`config.mk`:
```
export PLATFORM = sky130hd
export DESIGN_NAME = hws_ctrl
export DESIGN_NICKNAME = d
export VERILOG_FILES = /design/src/rtl/core/assert_macros.svh /design/src/rtl/core/hws_pkg.sv /design/src/rtl/core/hws_ctrl.sv
export SDC_FILE = /design/constraint.sdc
export NUM_CORES = 1
export LEC_CHECK = 0
export BUFFER_PORTS_ARGS = -buffer_cell sky130_fd_sc_hd__buf_2
export CAP_MARGIN = 10
export CORE_AREA = 2 2 39 41
export CTS_BUF_LIST = sky130_fd_sc_hd__clkbuf_4 sky130_fd_sc_hd__clkbuf_8 sky130_fd_sc_hd__clkbuf_16
export DETAILED_ROUTE_END_ITERATION = 12
export DIE_AREA = 0 0 41 43
export PLACE_DENSITY_LB_ADDON = 0.12
export SYNTH_ARGS = -nofsm -noshare
export SYNTH_HDL_FRONTEND = slang
export SYNTH_SLANG_ARGS = --single-unit
export TNS_END_PERCENT = 100
```
`constraint.sdc`:
```
create_clock -name clock -period 3.5 [get_ports clock]
set_input_delay 0.7 -clock clock [delete_from_list [all_inputs] [get_ports clock]]
set_output_delay 0.7 -clock clock [all_outputs]
set_load 0.05 [all_outputs]
```
`src/rtl/core/assert_macros.svh`:
```
// Assertion macros used by the synth datapath
`ifndef ASSERT_MACROS_SVH
`define ASSERT_MACROS_SVH
// implication checked on every clock edge outside reset
`define ASSERT_IMPL(label, clk, rst, ante, cons) \
   label: assert property (@(posedge clk) disable iff (rst) (ante) |-> (cons)) \
      else $error("assertion failed");
// next-cycle implication
`define ASSERT_NEXT(label, clk, rst, ante, cons) \
   label: assert property (@(posedge clk) disable iff (rst) (ante) |=> (cons)) \
      else $error("assertion failed");
`endif

```
`src/rtl/core/hws_pkg.sv`:
```
// Types and constants for the harmonic waveform synth
`timescale 1ns / 1ps
`default_nettype none
package hws_pkg;
   localparam logic [1:0] REG_SAMPLE_RATE = 2'd0;
   localparam logic [1:0] REG_DC_OFFSET   = 2'd1;
   localparam logic [1:0] REG_COUNT       = 2'd2;
   localparam logic [1:0] REG_MODE        = 2'd3;

   localparam logic ACT_LOAD = 1'b0;
   localparam logic ACT_GEN  = 1'b1;

   // odd Taylor coefficients of sin(pi*x/2), Q30
   function automatic logic [30:0] sin_coef(input logic [2:0] k);
      logic [30:0] c;
      case (k)
         3'd0: c = 31'd1686629713;
         3'd1: c = 31'd693598669;
         3'd2: c = 31'd85569306;
         3'd3: c = 31'd5026994;
         3'd4: c = 31'd172272;
         3'd5: c = 31'd3864;
         default: c = '0;
      endcase
      return c;
   endfunction

   typedef enum logic [3:0] {
      ST_IDLE, ST_PROD, ST_DIV1, ST_DIV2, ST_FETCH, ST_X2, ST_HORN,
      ST_SIN, ST_MAG, ST_TERM, ST_ACC, ST_SAT
   } state_type;

   typedef struct packed {
      logic init;      // latch sample, preset sum to DC offset, harmonic 0
      logic prod;      // freq*n product
      logic div_start; // start remainder/quotient division
      logic fetch;     // read phase, build x
      logic x2;
      logic horn;      // one Horner step
      logic sin_s;
      logic mag;
      logic term;
      logic acc;       // add term, next harmonic
      logic finish;    // saturate and emit
      logic load;
   } cmd_type;

   typedef struct packed {
      logic div_done;
      logic horn_last;
      logic harm_last;
      logic none;      // no harmonics to sum
   } status_type;
endpackage
`default_nettype wire

```
`src/rtl/core/hws_ctrl.sv`:
```
// Sequencer for the harmonic waveform synth
`timescale 1ns / 1ps
`default_nettype none
module hws_ctrl (
   input  wire logic               clock,
   input  wire logic               reset,
   input  wire logic               start,
   input  wire logic               action,
   input  wire hws_pkg::status_type stat,
   output logic                    busy,
   output hws_pkg::cmd_type        cmd
);
   import hws_pkg::*;
   state_type state_ff, state_in;

   always_ff @(posedge clock) begin
      if (reset) state_ff <= ST_IDLE;
      else state_ff <= state_in;
   end

   always_comb begin
      state_in = state_ff;
      unique case (state_ff)
         ST_IDLE:  if (start && action == ACT_GEN) state_in = ST_PROD;
         ST_PROD:  state_in = stat.none ? ST_SAT : ST_DIV1;
         ST_DIV1:  state_in = ST_DIV2;
         ST_DIV2:  if (stat.div_done) state_in = ST_FETCH;
         ST_FETCH: state_in = ST_X2;
         ST_X2:    state_in = ST_HORN;
         ST_HORN:  if (stat.horn_last) state_in = ST_SIN;
         ST_SIN:   state_in = ST_MAG;
         ST_MAG:   state_in = ST_TERM;
         ST_TERM:  state_in = ST_ACC;
         ST_ACC:   state_in = stat.harm_last ? ST_SAT : ST_PROD;
         ST_SAT:   state_in = ST_IDLE;
         default:  state_in = ST_IDLE;
      endcase
   end

   always_comb begin
      cmd = '0;
      busy = (state_ff != ST_IDLE);
      unique case (state_ff)
         ST_IDLE: begin
            cmd.init = start && action == ACT_GEN;
            cmd.load = start && action == ACT_LOAD;
         end
         ST_PROD:  cmd.prod = 1'b1;
         ST_DIV1:  cmd.div_start = 1'b1;
         ST_FETCH: cmd.fetch = 1'b1;
         ST_X2:    cmd.x2 = 1'b1;
         ST_HORN:  cmd.horn = 1'b1;
         ST_SIN:   cmd.sin_s = 1'b1;
         ST_MAG:   cmd.mag = 1'b1;
         ST_TERM:  cmd.term = 1'b1;
         ST_ACC:   cmd.acc = 1'b1;
         ST_SAT:   cmd.finish = 1'b1;
         default:  ;
      endcase
   end
endmodule
`default_nettype wire

```
; After elaboration in Yosys (flattened, before gate mapping)
; Cells that the tools add are included.
[word_totals]
ff_bits = 4
latch_bits = 0
ramBits = 0
romBits = 0
inputBits = 8
output_inout_bits = 13
word_cells = 39
n_memories = 0
[op_classes]
add_sub_neg = 0
multipliers = 0
div_mod_pow = 0
magnitude_cmp = 0
eq_ne = 14
n_shift = 0
mux = 18
bitwise = 1
n_reduce_logical = 5
[ops]
columns = cell, count
row1 = $pmux 4 s11, 1
row2 = $mux 4, 5
row3 = $eq 4x3->1 const B, 4
row4 = $eq 4x4->1 const B, 4
row5 = $mux 1, 12
row6 = $eq 4x2->1 const B, 2
row7 = $ne 2x2->1 const B, 3
row8 = $eq 4x1->1 const B, 1
row9 = $logic_not 4->1, 1
row10 = $reduce_bool 4->1, 1
row11 = $reduce_and 3->1, 1
row12 = $logic_and 1x1->1, 2
row13 = $not 1->1, 1

; Longest topological paths before layout
; Gate-level depths: netlist of the first run.
[logic_depth]
word_depth = 3
mapped_depth = 5
mapped_depth_nobuf = 4

; Least setup slack after synthesis of the first run
; OpenSTA, ideal clock, no wires.
[synth_timing]
path_type = flip-flop to output port
startpoint = register state_ff[3]
endpoint = output port cmd[0] in the netlist's numbering
arrival_ns = 2.174
setup_slack_ns = 0.626
stages_incl_launch_ff = 3
cell_sequence = dfxtp_1 -> or4_4 -> nor3b_1
[synth_lines]
columns = element, line
row1 = start: declaration, hws_ctrl.sv:14  ; state_type state_ff, state_in;
row2 = start signal: assignment, hws_ctrl.sv:18  ; else state_ff <= state_in;
row3 = end: declaration, hws_ctrl.sv:11  ; output hws_pkg::cmd_type cmd

==> out/qor.yml, run 1 <==
vias: 447
finalNetCount: 83
finalHoldViolations: 0
postCtsSetupBuffers: 0
rsz0062_at_grt: "no"
grt_antenna_before_repair: 0
place_congestion: 0.7896
grt_usage: 0.1255
port_buffers: 20
drc: 0
crit_path_max_fanout: 13
critical_path_required_ns: 2.80
grt_busiest_layer: "met2"
power.density_mw_per_mm2: 828.6
rrSetupSlack_ns: 1.95
via_per_inst: 5.022
path_cells: "or4_4 > nor3b_1 > buf_2"
seq_area_frac_synth: 0.2222
drtAntennaViolNets: 0
worstHoldStart: "state_ff[1]"
netlist_area_um2: 360.3
fin_crit_sh: 0.6893
critPathBufInv: 1
largest_register_ffs: 4
die_y_um: 43
cts_tree: "yes"
slew_violations: 0
critPathTopFamily: "simple AND/OR/NAND/NOR gates"
htree_levels: 1
instances_no_fill: 89
ys_types: 24
start_util: 0.2604
core_mm2: 0.001384
placed_cells: 86
fin_ws_ns: 1.087
drt_wl_total_um: 955
clk_latency_ns: 0.23
hold_slack_ns: 0.6698
yosysTopAreaCell: "dfxtp_1"
power_uw: 406.4
ios: 21
dr.first_iter.drc_count: 5
grt_use_met2: 0.1750
setup_viol: 0
hpwlAfterDp_um: 736.9
worstReg2RegEnd: "state_ff[1]"
cts_hold_buf: 0
nFillCells: 170
grt_start_max_net_pins: 14
critPathLaunchType: "register"
synthCells: 53
top_regs: "state_ff x4"
cp_slowest_stage_delay_ns: 0.59
avgSynthCellArea_um2: 6.799
yosys_register_bits: 4
wl_per_cell_um: 10.73
antenna_cells: 0
crit_slowest_cell: "or4_4"
status: "finished, final reports clean"
top_register: "state_ff"
r2r_start: "state_ff[3]"
maxSlewHeadroom: 0.7483
layout_min_cycle_time_ns: 2.413
skew_ns: 0.003612
ff2ff_path_depth: 4
drt_pass1_iterations: 2
fin_setup_tns_ns: 0
path_class: "register to output pin"
place_worst_setup_slack_ns: 1.337
area_growth_syn_to_layout_pct: 36.11
yosysWarnings: 0
min_to: "state_ff[1]"
cts_buffer_depth: 2
drive_gt1_frac: 0.3562
syn_nets: 61
arrival_ns: 1.71
use_met3: 0.06283
grt_util_met1: 0.1736
clockRootBuffer: "clkbuf_4"
worstMarginPinSlew_ns: 0.3771
cts_buffers: 3
die_width_um: 41
hp-class: "register to register"
ir_worst_vdd_mv: 0.4199
clk_pin_slew_ns: 0.04
cts_resized: 0
grt_pass1_vias: 372
synth_top_area_frac: 0.2222
synth_area_leaders: "dfxtp_1 (22%), nor3_1 (9.7%), nor2_1 (9.4%), a21oi_1 (5.6%), nand2b_1 (5.2%)"
whs_path_depth: 2
dieArea_mm2: 0.001763
critPathCaptureType: "output pin"
grt_overflow_total: 0
leakage_uw: 0.0002435
maxCapViolCount: 0
rows: 14
fmax_mhz: 414.5
grt_pass1_wl_um: 1531
cts.sinks: 4
cell usage after synthesis (all sizes together):
library cell,count
a21o,1
a21oi,5
a221o,1
buf,1
clkbuf,2
dfxtp,4
inv,1
mux2i,1
nand2,3
nand2b,4
nand3,1
nor2,9
nor2b,1
nor3,7
nor3b,2
nor4,1
o21ai,3
o21ba,1
or2b,2
or3b,1
or4,2
logic make-up (layout without fill, tap and decap cells):
family,Yosys count,count (layout),share of synthesized area
DFF,4,4,0.2222
buffers and inverters,4,24,0.04512
AOI/OAI and AO/OA,11,11,0.1979
and+or+nand+nor,33,33,0.5069
muxes,1,1,0.02778
tightest hold or removal path: stages (launching register included):
cell and delay (ns):
dfxtp_1 0.38, or2b_1 0.19, mux2i_1 0.05
worst max path at each step:
| stage | slack [ns] | cells past startpoint | startpoint | end |
|---|---|---|---|---|
| final | 1.09 | 3 | state_ff[3] | cmd[0] |
| after global routing | 0.98 | 3 | state_ff[3] | cmd[0] |
| after CTS | 1.08 | 3 | state_ff[3] | cmd[0] |
| after detailed placement | 1.34 | 3 | state_ff[3] | cmd[0] |
| after global placement | 1.34 | 3 | state_ff[3] | cmd[0] |
| after floorplan | 0.63 | 2 | state_ff[3] | cmd[0] |
routing by layer:
layer  wire (um)  up-vias  part of all wire
met5           0        -                 0
met4           0        0                 0
met3          65        0             0.068
met2         463       14              0.48
met1         425      204              0.45
li1            -      229                 -
cell usage in the layout, fill, tap and decap left out, types with 2 or more instances in the layout:
| cell type | instances |
|---|---|
| nor3_1 | 7 |
| or2b_1 | 2 |
| nand2_1 | 3 |
| nand2b_1 | 3 |
| clkbuf_4 | 3 |
| buf_2 | 20 |
| nor2_1 | 9 |
| a21oi_1 | 4 |
| nor3b_1 | 2 |
| o21ai_0 | 3 |
| dfxtp_1 | 4 |
power by group:
group	internal (uW)	switching, uW
combinational	83.9	174
clock	38.2	17.4
sequential	59.0	34.1
total	181	225
metrics by stage:
| stage | util | instance area [um2] |
|---|---|---|
| final | 0.3544 | 490.5 |
| after global routing | 0.3544 | 490.5 |
| after CTS | 0.3544 | 490.5 |
| after detailed placement | 0.3382 | 467.9 |
| after global placement | 0.3382 | 467.9 |
| after floorplan | - | 360.3 |
layout make-up:
class	count	area [um2]	share of cell area
Timing Repair Buffer	20	100.1	0.2041
Multi-Input combinational cell	45	264.0	0.5383
Clock buffer	3	22.52	0.04592
Inverter	1	3.754	0.007653
Tap cell	16	20.02	0.04082
Sequential cell	4	80.08	0.1633
Power figures use the tool's default switching activity.
==> inputs of run 2 (changes only) <==
--- a/config.mk
+++ b/config.mk
@@ -5,6 +5,7 @@
 export SDC_FILE = /design/constraint.sdc
 export NUM_CORES = 1
 export LEC_CHECK = 0
+export ABC_AREA = 1
 export BUFFER_PORTS_ARGS = -buffer_cell sky130_fd_sc_hd__buf_2
 export CAP_MARGIN = 10
 export CORE_AREA = 2 2 39 41
==> constraint.sdc (replaced) <==
create_clock -name clock -period 2 [get_ports clock]
set_input_delay 0.4 -clock clock [delete_from_list [all_inputs] [get_ports clock]]
set_output_delay 0.4 -clock clock [all_outputs]
set_load 0.05 [all_outputs]
==> run 2 against run 1 <==
Synthesized area rose by 4.5%. Global-route usage rose by 1.1 points. Largest cell class unchanged. Hold slack got worse by 0.29 ns. Register-to-register slack got worse by 1.1 ns. Via count rose by 9.8%. Die area did not move.
==> out/qor.yml, run 2 <==
grt_pass1_wl_um: 1649
top_regs: "state_ff x4"
yosys_register_bits: 4
die_width_um: 41
top_register: "state_ff"
layout_min_cycle_time_ns: 1.788
worstMarginPinSlew_ns: 0.2712
cts_buffers: 3
grt_start_max_net_pins: 7
drtAntennaViolNets: 0
status: "finished, final reports clean"
critPathLaunchType: "register"
drt_wl_total_um: 974
avgSynthCellArea_um2: 5.458
htree_levels: 1
dr.first_iter.drc_count: 11
critical_path_required_ns: 1.60
slew_violations: 0
postCtsSetupBuffers: 0
grt_pass1_vias: 431
grt_overflow_total: 0
path_cells: "nor2_2 > nand2_1 > nor3b_2 > buf_2"
synth_edf_count: 0
nFillCells: 162
ir_worst_vdd_mv: 0.5529
core_mm2: 0.001384
maxSlewHeadroom: 0.8190
path_class: "register to output pin"
cts_buffer_depth: 2
yosysMostFrequentCell: "nand2_1"
grt_antenna_before_repair: 0
synthCells: 69
critPathTopFamily: "simple AND/OR/NAND/NOR gates"
hp-class: "input port to register"
finalNetCount: 102
final_util: 0.3870
ios: 21
grt_usage: 0.1367
seq_area_frac_synth: 0.2126
final_cell_mix: "buf_2 (20), nand2_1 (16), inv_1 (11), nor2_1 (9)"
cts.sinks: 4
clk_pin_slew_ns: 0.04
yosysTopAreaCell: "dfxtp_1"
area_growth_syn_to_layout_pct: 42.19
via_per_inst: 4.546
start_util: 0.2722
setup_viol: 0
clk_latency_ns: 0.23
port_buffers: 20
wl_per_cell_um: 9.019
skew_ns: 0.002762
largest_register_ffs: 4
rows: 14
fin_setup_tns_ns: 0
die_y_um: 43
clockRootBuffer: "clkbuf_4"
async_reset_ff_frac: 0
syn_nets: 77
place_congestion: 0.8386
leakage_uw: 0.0003426
crit_slowest_cell: "dfxtp_1"
hold_slack_ns: 0.3750
dieArea_mm2: 0.001763
fmax_mhz: 559.3
drc: 0
critPathCaptureType: "output pin"
critPathBufInv: 1
fin_crit_sh: 0.8939
finalHoldViolations: 0
maxCapViolCount: 0
vias: 491
drt_pass1_iterations: 4
synth_area_leaders: "dfxtp_1 (21%), nand2_1 (16%), inv_1 (11%), nor2_1 (9.0%), nand3_1 (8.0%)"
yosys-top-cells-count: "nand2_1 (16), inv_1 (11), nor2_1 (9)"
crit_path_max_fanout: 5
rsz0062_at_grt: "no"
power.density_mw_per_mm2: 1531
hpwlAfterDp_um: 841.1
arrival_ns: 1.39
netlist_area_um2: 376.6
cts_hold_buf: 0
cts_tree: "yes"
yosysWarnings: 0
layout_commonest_cell: "buf_2"
cts_resized: 0
ys_types: 16
synth_top_area_frac: 0.2126
antenna_cells: 0
synth_ff_type: "dfxtp_1"
drive_gt1_frac: 0.4348
cp_slowest_stage_delay_ns: 0.36
## run 2: changes by cell type after synthesis, moves of 3 or more
cell      previous run  this run
inv_1                1        11
nand3_1              1         6
nor2_2               0         4
nand2_1              3        16
nor3_1               7         2
inv_2                0         6
nand2b_1             3         0
## run 2: stage by stage
stage          cell area, um2  worst slack, ns  cells  total power, uW
2_1_floorplan           392.9         -0.07635     69            610.2
3_3_place_gp            513.0           0.4122    105            730.9
3_5_place_dp            513.0           0.4489    105            721.0
4_1_cts                 535.5           0.1938    108            825.7
5_1_grt                 535.5          0.09253    108            893.0
6_report                535.5           0.2121    108            820.1
## run 2: path summary, 6_finish.rpt
check / startpoint / endpoint / slack, ns / cells past startpoint
max: state_ff[3] / cmd[0] / 0.21 / 4
min: reset / state_ff[1] / 0.37 / 2
max reg2reg: state_ff[1] / state_ff[1] / 0.81 / 7
min reg2reg: state_ff[1] / state_ff[1] / 0.59 / 2
## run 2: metal layers
metal / global-route usage / share of wire / vias up
met2: 0.1938 / 0.50 / 12
met5: 0 / 0 / -
met4: 0.08000 / 0 / 0
li1: - / - / 259
met3: 0.02094 / 0.056 / 0
met1: 0.1871 / 0.44 / 220
## run 2: kinds of logic (layout without fill, tap and decap cells)
family / after synthesis / in the layout / synth area share
flops: 4 / 4 / 0.2126
buf+inv: 17 / 40 / 0.1694
simple gates: 42 / 42 / 0.5283
compound gates: 6 / 6 / 0.08969
## run 2: layout make-up
class,instances,area (um2),share of cell area
Timing Repair Buffer,20,100.1,0.1869
Clock buffer,3,22.52,0.04206
Multi-Input combinational cell,48,249.0,0.4650
Inverter,17,63.81,0.1192
Sequential cell,4,80.08,0.1495
Tap cell,16,20.02,0.03738
## run 2: power breakdown
group          switching [uW]  total (uW)  internal (uW)
logic                     422         566            144
registers                50.0         156            106
clock network            31.0        97.9           67.0
